**src/rtl/core/kct_pkg.sv**
```systemverilog
// kct_pkg: shared types and constants for the keyed count table
// no dependencies; used by the interfaces, the core modules and the checker
package kct_pkg;

  localparam int OP_W   = 2;
  localparam int KEY_W  = 32;
  localparam int CNT_W  = 32;
  localparam int USED_W = 7;

  localparam logic [OP_W-1:0] OP_ADD    = 2'd0;
  localparam logic [OP_W-1:0] OP_QUERY  = 2'd1;
  localparam logic [OP_W-1:0] OP_REMOVE = 2'd2;

  typedef struct packed {
    logic [KEY_W-1:0] key;
    logic [CNT_W-1:0] count;
  } entry_t;

  typedef enum logic {
    ALU_ADD,
    ALU_SUB
  } alu_op_t;

  typedef struct packed {
    logic eq;
    logic gt;
  } alu_flags_t;

endpackage

```
**src/rtl/core/kct_if.sv**
```systemverilog
// kct_in_if / kct_out_if: valid/ready channels for requests and results
// depends on kct_pkg for field widths
interface kct_in_if;
  logic                       valid;
  logic                       ready;
  logic [kct_pkg::OP_W-1:0]   op;
  logic [kct_pkg::KEY_W-1:0]  item_key;
  logic [kct_pkg::CNT_W-1:0]  amount;

  modport source (output valid, output op, output item_key, output amount, input ready);
  modport sink   (input valid, input op, input item_key, input amount, output ready);
endinterface

interface kct_out_if;
  logic                        valid;
  logic                        ready;
  logic [kct_pkg::CNT_W-1:0]   count;
  logic                        found;
  logic                        status;
  logic [kct_pkg::USED_W-1:0]  used_entries;

  modport source (output valid, output count, output found, output status,
                  output used_entries, input ready);
  modport sink   (input valid, input count, input found, input status,
                  input used_entries, output ready);
endinterface

```
**src/rtl/core/kct_alu.sv**
```systemverilog
// kct_alu: shared 32-bit add/subtract unit with equality and greater-than flags
// depends on kct_pkg
module kct_alu (
  input  kct_pkg::alu_op_t            sel,
  input  logic [kct_pkg::CNT_W-1:0]   a,
  input  logic [kct_pkg::CNT_W-1:0]   b,
  output logic [kct_pkg::CNT_W-1:0]   res,
  output kct_pkg::alu_flags_t         flags
);

  logic [kct_pkg::CNT_W:0] diff;

  // borrow out of the top bit means a < b
  assign diff = {1'b0, a} - {1'b0, b};

  always_comb begin
    unique case (sel)
      kct_pkg::ALU_ADD: res = a + b;
      kct_pkg::ALU_SUB: res = diff[kct_pkg::CNT_W-1:0];
      default:          res = diff[kct_pkg::CNT_W-1:0];
    endcase
    flags.eq = (a == b);
    flags.gt = !diff[kct_pkg::CNT_W] && (diff[kct_pkg::CNT_W-1:0] != '0);
  end

endmodule

```
**src/rtl/core/kct_mem.sv**
```systemverilog
// kct_mem: entry store, one write port and one registered read port
// depends on kct_pkg for the entry type
module kct_mem #(
  parameter int TABLE_DEPTH = 64,
  parameter int AW          = 6
) (
  input  logic                 clk,
  input  logic                 we,
  input  logic [AW-1:0]        waddr,
  input  kct_pkg::entry_t      wdata,
  input  logic [AW-1:0]        raddr,
  output kct_pkg::entry_t      rdata
);

  kct_pkg::entry_t mem_r [TABLE_DEPTH];
  kct_pkg::entry_t rdata_r;

  always_ff @(posedge clk) begin
    if (we) begin
      mem_r[waddr] <= wdata;
    end
    rdata_r <= mem_r[raddr];
  end

  assign rdata = rdata_r;

endmodule

```
**src/rtl/core/kct_ctrl.sv**
```systemverilog
// kct_ctrl: sequencer for search, update, append and compacting delete
// depends on kct_pkg, kct_if; drives kct_mem and kct_alu
module kct_ctrl #(
  parameter int TABLE_DEPTH = 64,
  parameter int AW          = 6,
  parameter int CW          = 7
) (
  input  logic                        clk,
  input  logic                        rst_n,
  kct_in_if.sink                      in_chan,
  kct_out_if.source                   out_chan,
  output logic                        mem_we,
  output logic [AW-1:0]               mem_waddr,
  output kct_pkg::entry_t             mem_wdata,
  output logic [AW-1:0]               mem_raddr,
  input  kct_pkg::entry_t             mem_rdata,
  output kct_pkg::alu_op_t            alu_sel,
  output logic [kct_pkg::CNT_W-1:0]   alu_a,
  output logic [kct_pkg::CNT_W-1:0]   alu_b,
  input  logic [kct_pkg::CNT_W-1:0]   alu_res,
  input  kct_pkg::alu_flags_t         alu_flags
);

  localparam logic [CW-1:0] DEPTH_C = CW'(TABLE_DEPTH);

  typedef enum logic [2:0] {
    S_IDLE,
    S_SEARCH,
    S_ACT,
    S_SHIFT,
    S_OUT
  } state_t;

  state_t                       state_r, state_nxt;
  logic [kct_pkg::OP_W-1:0]     op_r, op_nxt;
  logic [kct_pkg::KEY_W-1:0]    key_r, key_nxt;
  logic [kct_pkg::CNT_W-1:0]    amt_r, amt_nxt;
  logic [CW-1:0]                scan_r, scan_nxt;
  logic                         pend_r, pend_nxt;
  logic [CW-1:0]                pidx_r, pidx_nxt;
  logic [CW-1:0]                slot_r, slot_nxt;
  logic                         hit_r, hit_nxt;
  logic [kct_pkg::CNT_W-1:0]    cnt_r, cnt_nxt;
  logic [CW-1:0]                total_r, total_nxt;
  logic [kct_pkg::CNT_W-1:0]    res_r, res_nxt;
  logic                         status_r, status_nxt;
  logic [CW-1:0]                wr_back;

  assign wr_back = pidx_r - 1'b1;

  always_comb begin
    state_nxt  = state_r;
    op_nxt     = op_r;
    key_nxt    = key_r;
    amt_nxt    = amt_r;
    scan_nxt   = scan_r;
    pend_nxt   = pend_r;
    pidx_nxt   = pidx_r;
    slot_nxt   = slot_r;
    hit_nxt    = hit_r;
    cnt_nxt    = cnt_r;
    total_nxt  = total_r;
    res_nxt    = res_r;
    status_nxt = status_r;

    mem_we    = 1'b0;
    mem_waddr = '0;
    mem_wdata = '0;
    mem_raddr = scan_r[AW-1:0];
    alu_sel   = kct_pkg::ALU_SUB;
    alu_a     = mem_rdata.key;
    alu_b     = key_r;

    unique case (state_r)
      S_IDLE: begin
        if (in_chan.valid) begin
          op_nxt    = in_chan.op;
          key_nxt   = in_chan.item_key;
          amt_nxt   = in_chan.amount;
          scan_nxt  = '0;
          pend_nxt  = 1'b0;
          state_nxt = S_SEARCH;
        end
      end

      // one read issued per cycle, compare on the registered data in the next cycle
      S_SEARCH: begin
        if (pend_r && alu_flags.eq) begin
          hit_nxt   = 1'b1;
          slot_nxt  = pidx_r;
          cnt_nxt   = mem_rdata.count;
          pend_nxt  = 1'b0;
          state_nxt = S_ACT;
        end else if (scan_r >= total_r) begin
          hit_nxt   = 1'b0;
          cnt_nxt   = '0;
          pend_nxt  = 1'b0;
          state_nxt = S_ACT;
        end else begin
          pend_nxt = 1'b1;
          pidx_nxt = scan_r;
          scan_nxt = scan_r + 1'b1;
        end
      end

      S_ACT: begin
        alu_a      = cnt_r;
        alu_b      = amt_r;
        alu_sel    = (op_r == kct_pkg::OP_ADD) ? kct_pkg::ALU_ADD : kct_pkg::ALU_SUB;
        status_nxt = 1'b0;
        res_nxt    = '0;
        state_nxt  = S_OUT;
        case (op_r)
          kct_pkg::OP_ADD: begin
            if (hit_r) begin
              mem_we    = 1'b1;
              mem_waddr = slot_r[AW-1:0];
              mem_wdata = '{key: key_r, count: alu_res};
              res_nxt   = alu_res;
            end else if (total_r != DEPTH_C) begin
              mem_we    = 1'b1;
              mem_waddr = total_r[AW-1:0];
              mem_wdata = '{key: key_r, count: amt_r};
              total_nxt = total_r + 1'b1;
              res_nxt   = amt_r;
            end else begin
              status_nxt = 1'b1;
            end
          end
          kct_pkg::OP_REMOVE: begin
            if (hit_r) begin
              if (alu_flags.gt) begin
                mem_we    = 1'b1;
                mem_waddr = slot_r[AW-1:0];
                mem_wdata = '{key: key_r, count: alu_res};
                res_nxt   = alu_res;
              end else begin
                // delete: pull every later entry down one place
                scan_nxt  = slot_r + 1'b1;
                pend_nxt  = 1'b0;
                state_nxt = S_SHIFT;
              end
            end
          end
          default: begin
            res_nxt = cnt_r;
          end
        endcase
      end

      S_SHIFT: begin
        if (pend_r) begin
          mem_we    = 1'b1;
          mem_waddr = wr_back[AW-1:0];
          mem_wdata = mem_rdata;
        end
        if (scan_r < total_r) begin
          pend_nxt = 1'b1;
          pidx_nxt = scan_r;
          scan_nxt = scan_r + 1'b1;
        end else begin
          pend_nxt  = 1'b0;
          total_nxt = total_r - 1'b1;
          state_nxt = S_OUT;
        end
      end

      S_OUT: begin
        if (out_chan.ready) begin
          state_nxt = S_IDLE;
        end
      end

      default: begin
        state_nxt = S_IDLE;
      end
    endcase
  end

  always_ff @(posedge clk) begin
    if (!rst_n) begin
      state_r <= S_IDLE;
      total_r <= '0;
      pend_r  <= 1'b0;
    end else begin
      state_r <= state_nxt;
      total_r <= total_nxt;
      pend_r  <= pend_nxt;
    end
    op_r     <= op_nxt;
    key_r    <= key_nxt;
    amt_r    <= amt_nxt;
    scan_r   <= scan_nxt;
    pidx_r   <= pidx_nxt;
    slot_r   <= slot_nxt;
    hit_r    <= hit_nxt;
    cnt_r    <= cnt_nxt;
    res_r    <= res_nxt;
    status_r <= status_nxt;
  end

  assign in_chan.ready         = (state_r == S_IDLE);
  assign out_chan.valid        = (state_r == S_OUT);
  assign out_chan.count        = res_r;
  assign out_chan.found        = hit_r;
  assign out_chan.status       = status_r;
  assign out_chan.used_entries = kct_pkg::USED_W'(total_r);

endmodule

```
**src/rtl/core/keyed_count_table_core.sv**
```systemverilog
// keyed_count_table_core: ordered key/count table with compacting delete
// depends on kct_pkg, kct_if, kct_alu, kct_mem, kct_ctrl
//
// Requests (add, query, remove) are handled one at a time; ready is high only
// between requests. The entry store has a single read port, so the key search
// walks the table one entry per cycle; a remove that deletes an entry then moves
// every later entry down one place. The result waits in the output register
// until taken. No clearing pass is needed after reset: only entries below the
// fill count are ever used.
module keyed_count_table_core #(
  parameter int TABLE_DEPTH = 64
) (
  input  logic        clk,
  input  logic        rst_n,
  kct_in_if.sink      in_chan,
  kct_out_if.source   out_chan
);

  localparam int AW = (TABLE_DEPTH > 1) ? $clog2(TABLE_DEPTH) : 1;
  localparam int CW = $clog2(TABLE_DEPTH + 1);

  logic                        mem_we;
  logic [AW-1:0]               mem_waddr;
  kct_pkg::entry_t             mem_wdata;
  logic [AW-1:0]               mem_raddr;
  kct_pkg::entry_t             mem_rdata;
  kct_pkg::alu_op_t            alu_sel;
  logic [kct_pkg::CNT_W-1:0]   alu_a;
  logic [kct_pkg::CNT_W-1:0]   alu_b;
  logic [kct_pkg::CNT_W-1:0]   alu_res;
  kct_pkg::alu_flags_t         alu_flags;

  kct_ctrl #(
    .TABLE_DEPTH (TABLE_DEPTH),
    .AW          (AW),
    .CW          (CW)
  ) u_ctrl (
    .clk       (clk),
    .rst_n     (rst_n),
    .in_chan   (in_chan),
    .out_chan  (out_chan),
    .mem_we    (mem_we),
    .mem_waddr (mem_waddr),
    .mem_wdata (mem_wdata),
    .mem_raddr (mem_raddr),
    .mem_rdata (mem_rdata),
    .alu_sel   (alu_sel),
    .alu_a     (alu_a),
    .alu_b     (alu_b),
    .alu_res   (alu_res),
    .alu_flags (alu_flags)
  );

  kct_mem #(
    .TABLE_DEPTH (TABLE_DEPTH),
    .AW          (AW)
  ) u_mem (
    .clk   (clk),
    .we    (mem_we),
    .waddr (mem_waddr),
    .wdata (mem_wdata),
    .raddr (mem_raddr),
    .rdata (mem_rdata)
  );

  kct_alu u_alu (
    .sel   (alu_sel),
    .a     (alu_a),
    .b     (alu_b),
    .res   (alu_res),
    .flags (alu_flags)
  );

endmodule

```
**src/flat_wrapper.sv**
```systemverilog
// flat-port wrapper written by rule: the top's interface ports become plain ports
module keyed_count_table_core_flat 
#(
  parameter int TABLE_DEPTH = 64
)
  (clk, rst_n, in_chan_valid, in_chan_op, in_chan_item_key, in_chan_amount, in_chan_ready, out_chan_valid, out_chan_count, out_chan_found, out_chan_status, out_chan_used_entries, out_chan_ready);
  kct_in_if in_chan_i ();
  kct_out_if out_chan_i ();
  input  logic clk;
  input  logic rst_n;
  input wire logic [$bits(in_chan_i.valid)-1:0] in_chan_valid;
  input wire logic [$bits(in_chan_i.op)-1:0] in_chan_op;
  input wire logic [$bits(in_chan_i.item_key)-1:0] in_chan_item_key;
  input wire logic [$bits(in_chan_i.amount)-1:0] in_chan_amount;
  output wire logic [$bits(in_chan_i.ready)-1:0] in_chan_ready;
  output wire logic [$bits(out_chan_i.valid)-1:0] out_chan_valid;
  output wire logic [$bits(out_chan_i.count)-1:0] out_chan_count;
  output wire logic [$bits(out_chan_i.found)-1:0] out_chan_found;
  output wire logic [$bits(out_chan_i.status)-1:0] out_chan_status;
  output wire logic [$bits(out_chan_i.used_entries)-1:0] out_chan_used_entries;
  input wire logic [$bits(out_chan_i.ready)-1:0] out_chan_ready;
  assign in_chan_i.valid = in_chan_valid;
  assign in_chan_i.op = in_chan_op;
  assign in_chan_i.item_key = in_chan_item_key;
  assign in_chan_i.amount = in_chan_amount;
  assign in_chan_ready = in_chan_i.ready;
  assign out_chan_valid = out_chan_i.valid;
  assign out_chan_count = out_chan_i.count;
  assign out_chan_found = out_chan_i.found;
  assign out_chan_status = out_chan_i.status;
  assign out_chan_used_entries = out_chan_i.used_entries;
  assign out_chan_i.ready = out_chan_ready;
  keyed_count_table_core #(.TABLE_DEPTH(TABLE_DEPTH)) u_core (.clk(clk), .rst_n(rst_n), .in_chan(in_chan_i), .out_chan(out_chan_i));
endmodule
```
**config.mk**
```make
export PLATFORM = sky130hd
export DESIGN_NAME = keyed_count_table_core_flat
export DESIGN_NICKNAME = d
export VERILOG_FILES = /design/src/rtl/core/kct_pkg.sv /design/src/rtl/core/kct_if.sv /design/src/rtl/core/kct_alu.sv /design/src/rtl/core/kct_mem.sv /design/src/rtl/core/kct_ctrl.sv /design/src/rtl/core/keyed_count_table_core.sv /design/src/flat_wrapper.sv
export SDC_FILE = /design/constraint.sdc
export NUM_CORES = 2
export LEC_CHECK = 0
export ABC_CLOCK_PERIOD_IN_PS = 32500
export BUFFER_PORTS_ARGS = -buffer_cell sky130_fd_sc_hd__clkbuf_2
export CELL_PAD_IN_SITES_DETAIL_PLACEMENT = 1
export CELL_PAD_IN_SITES_GLOBAL_PLACEMENT = 1
export CORE_ASPECT_RATIO = 0.8
export CORE_MARGIN = 2
export CORE_UTILIZATION = 40
export DETAILED_ROUTE_END_ITERATION = 7
export PLACE_DENSITY_LB_ADDON = 0.15
export SYNTH_ARGS = -nofsm -noshare
export SYNTH_HDL_FRONTEND = slang
export SYNTH_SLANG_ARGS = --single-unit
```
**constraint.sdc**
```tcl
create_clock -name clk -period 32.5 [get_ports clk]
set_clock_uncertainty 0.1 [all_clocks]
set_input_delay 9.75 -clock clk [delete_from_list [all_inputs] [get_ports clk]]
set_output_delay 9.75 -clock clk [all_outputs]
set_load 0.01 [all_outputs]
```
==> key figures <==
Timing
  – Fmax: 0.08398 GHz
  – Final Slew Violations: 0
  – Post-layout min period: 11.91 ns
  – Worst-Margin Slew: 1.285 ns
  – Worst hold slack: 0.3244 ns
  – Period utilization: 36.64%
  – Relative slew margins: 13.70%
  – Setup TNS: 0 ns
  – Final Hold Vio Count: 0
  – Setup violators final: 0
  – RSZ-0062 raised after global routing: no

Power
  – Sequential Power Share: 40.0%
  – Lkg Pwr: 65.84 nW
  – Share of total power in combinational logic: 29.4%
  – Pint: 10.89 mW
  – Sw Ratio: 32.14%
  – Pwr Density: 83.26 mW/mm²
  – Clock network fraction of design power: 30.6%
  – NetSw: 5.159 mW
  – Pwr Total: 16.05 mW
  – Maximum vdd drop: 0.06991 mV

Clocking
  – Clk buf depth: 4
  – Worst-Skew Late Latency: 1.04 ns
  – CTS clk-pin slew, worst paths: 0.06 ns
  – CTS buffer count: 431
  – Sink Count: 4,324
  – H-Tree Depth: 5
  – CTS Hold Bufs: 0
  – TritonCTS clock tree: yes
  – Post-CTS sizing: 0
  – Setup bufs post-CTS: 0
  – Root buf cell: clkbuf_16

Drt
  – Number of vias per cell: 5.991
  – Initial DRT Pass Iterations: 8
  – WL met1: 224,700 µm
  – Top Metal Used: met5
  – WL per Instance: 38.00 µm
  – ANT nets after route: 0
  – Met2 WL: 254,400 µm
  – Initial DRC count: 10.07k
  – Met3 Wirelength: 32,020 µm
  – Routed via count: 83.35k
  – DRC: 0
  – Final WL: 528,700 µm

Global route
  – First-pass GRT wire length: 727,300 µm
  – Total track usage: 24.43%
  – Largest net degree at the start of global routing: 106
  – Vias in the first global route: 85.84k
  – Initial antenna violation count: 24
  – GRT overflow: 0

Synth
  – Mapped Avg Cell Area: 22.62 µm²
  – Synth area leader: edfxtp_1
  – Post-synthesis sequential area ratio: 76.11%
  – Post-synth ARST share: 0%
  – Predominant post-synthesis flop cell: edfxtp_1
  – Commonest cells in the netlist: edfxtp_1 (4,249), mux4_2 (1,344), clkbuf_1 (297), nand2_1 (295), nor2_1 (130)
  – Number of synthesized flops with an enable pin: 4,249
  – Cell area after synthesis: 0.1696 mm²
  – Mapped Cells: 7,497
  – Synth top area share: 75.23%
  – Yosys warning total: 0
  – Top-count cell post-synth: edfxtp_1
  – Synth cell types: 90
  – Syn Nets: 7,648
  – #FFs+latches synth: 4,324
  – Synth area leaders: edfxtp_1 (75%), mux4_2 (18%), dfxtp_1 (0.89%)

Cells and area
  – Post-route cell area: 0.1928 mm²
  – Area growth syn-to-layout: 13.66%
  – Final cell count without fillers: 13.91k
  – Fill cell count: 37.80k
  – Layout cells sized above 1: 30.48%
  – Final Net Count: 8,091

Placement
  – Gpl congestion: 0.8493
  – Final HPWL DP: 306,500 µm
  – DP Area: 0.1790 mm²
  – Placed insts: 13.10k
  – Buffers on Ports: 112

Worst setup path
  – Crit-path cells: nor2_1 -> and2_1 -> clkbuf_2
  – Crit Path Category: register to primary output
  – Max incr delay on CP: 0.60 ns
  – Worst setup EP type: primary output
  – Worst setup SP type: register
  – CP arrival: 2.06 ns
  – Worst-path maximum fanout: 13
  – CP Launch Point: u_core.u_ctrl.state_r[0]
  – Critical path required time: 22.65 ns
  – Worst r2r src: u_core.u_ctrl.state_r[1]
  – Slowest CP cell: dfxtp_1

Job
  – Max Cap Viol: 0

Min path
  – Worst Min Path Start: u_core.u_ctrl.pidx_r[6]
  – Type of the worst min-delay path: register to register

Floorplan
  – Die area: 0.4293 mm²
  – Num ports: 113
  – Effective utilization at floorplan: 40.23%
  – Die width: 732.0 µm
  – Die H: 586.4 µm
  – Core area: 0.4216 mm²
  – Row count: 213

Status
  – Status: complete, no violations
## path summary, 6_finish.rpt
kind | end | slack (ns) | cells past startpoint
setup / recovery | out_chan_valid | 20.59 | 3
hold / removal | u_core.u_ctrl.slot_r[6] | 0.32 | 0
hold reg to reg | u_core.u_ctrl.slot_r[6] | 0.32 | 0
setup reg to reg | u_core.u_mem.mem_r[12][33] | 22.05 | 20
## critical path: cells and delay by family (launching register included)
| family | cells | cell delay, ns |
|---|---|---|
| DFF | 1 | 0.60 |
| and+or+nand+nor | 2 | 0.35 |
| buffers and inverters | 1 | 0.13 |
## per-stage QoR
stage | utilization [%] | worst slack [ns]
2_1_floorplan | - | 19.71
3_3_place_gp | 42.45 | 20.66
3_5_place_dp | 42.45 | 20.58
4_1_cts | 45.72 | 20.52
5_1_grt | 45.72 | 20.48
6_report | 45.72 | 20.59
## cells by family after synthesis
| family | Yosys count | synth area share (%) |
|---|---|---|
| XOR/XNOR | 50 | 0.2582 |
| AND/OR/NAND/NOR | 711 | 2.001 |
| multiplexers | 1367 | 17.98 |
| flip-flops | 4324 | 76.11 |
| adder cells (fa/ha/maj) | 81 | 0.6020 |
| buffers and inverters | 491 | 1.101 |
| AO/OA/AOI/OAI | 473 | 1.940 |
## sequential cells by signal, summed over array words and instances (netlist names), 32 cells and up
| name | flops |
|---|---|
| u_core.u_ctrl.amt_r | 32 |
| u_core.u_ctrl.cnt_r | 32 |
| u_core.u_ctrl.key_r | 32 |
| u_core.u_ctrl.out_chan.count | 32 |
| u_core.u_mem.mem_r | 4096 |
| u_core.u_mem.rdata | 64 |
## cells in the final DEF, fill, tap and decap left out, types with 34 or more instances in the layout
master / netlist / routed
a21oi_1: 116 / 114
and2_1: 46 / 44
buf_4: 2 / 296
clkbuf_1: 297 / 117
clkbuf_16: 0 / 436
clkbuf_2: 0 / 112
clkinv_1: 1 / 85
clkinv_2: 0 / 69
dfxtp_1: 75 / 75
edfxtp_1: 4249 / 4249
ha_1: 80 / 80
inv_1: 80 / 79
mux4_2: 1344 / 1344
nand2_1: 295 / 294
nor2_1: 130 / 128
o21ai_0: 75 / 63
xnor2_1: 34 / 34
## metal layers
layer	track usage (%)	vias up
li1	-	32930
met1	34.66	46770
met2	39.73	3053
met3	3.418	590
met4	7.286	2
met5	0	-
## final cells by class
| class | count | area [µm²] | share of cell area, % |
|---|---|---|---|
| Tap cell | 5590 | 6994 | 3.628 |
| Antenna cell | 11 | 27.53 | 0.01428 |
| Clock inverter | 219 | 1997 | 1.036 |
| Multi-Input combinational cell | 2682 | 39580 | 20.53 |
| Clock buffer | 584 | 11780 | 6.109 |
| Timing Repair Buffer | 419 | 3003 | 1.558 |
| Inverter | 82 | 310.3 | 0.1610 |
| Sequential cell | 4324 | 129100 | 66.96 |
## power groups by stage
stage	Combinational (mW)	Clock, mW	Sequential [mW]
global route	4.96	5.22	6.41
global placement	4.74	0	6.54
detailed placement	4.76	0	6.53
finish	4.72	4.92	6.42
CTS	4.78	5.02	6.42
floorplan	3.04	0	6.41
No activity file was read; power rests on OpenSTA's default activity.
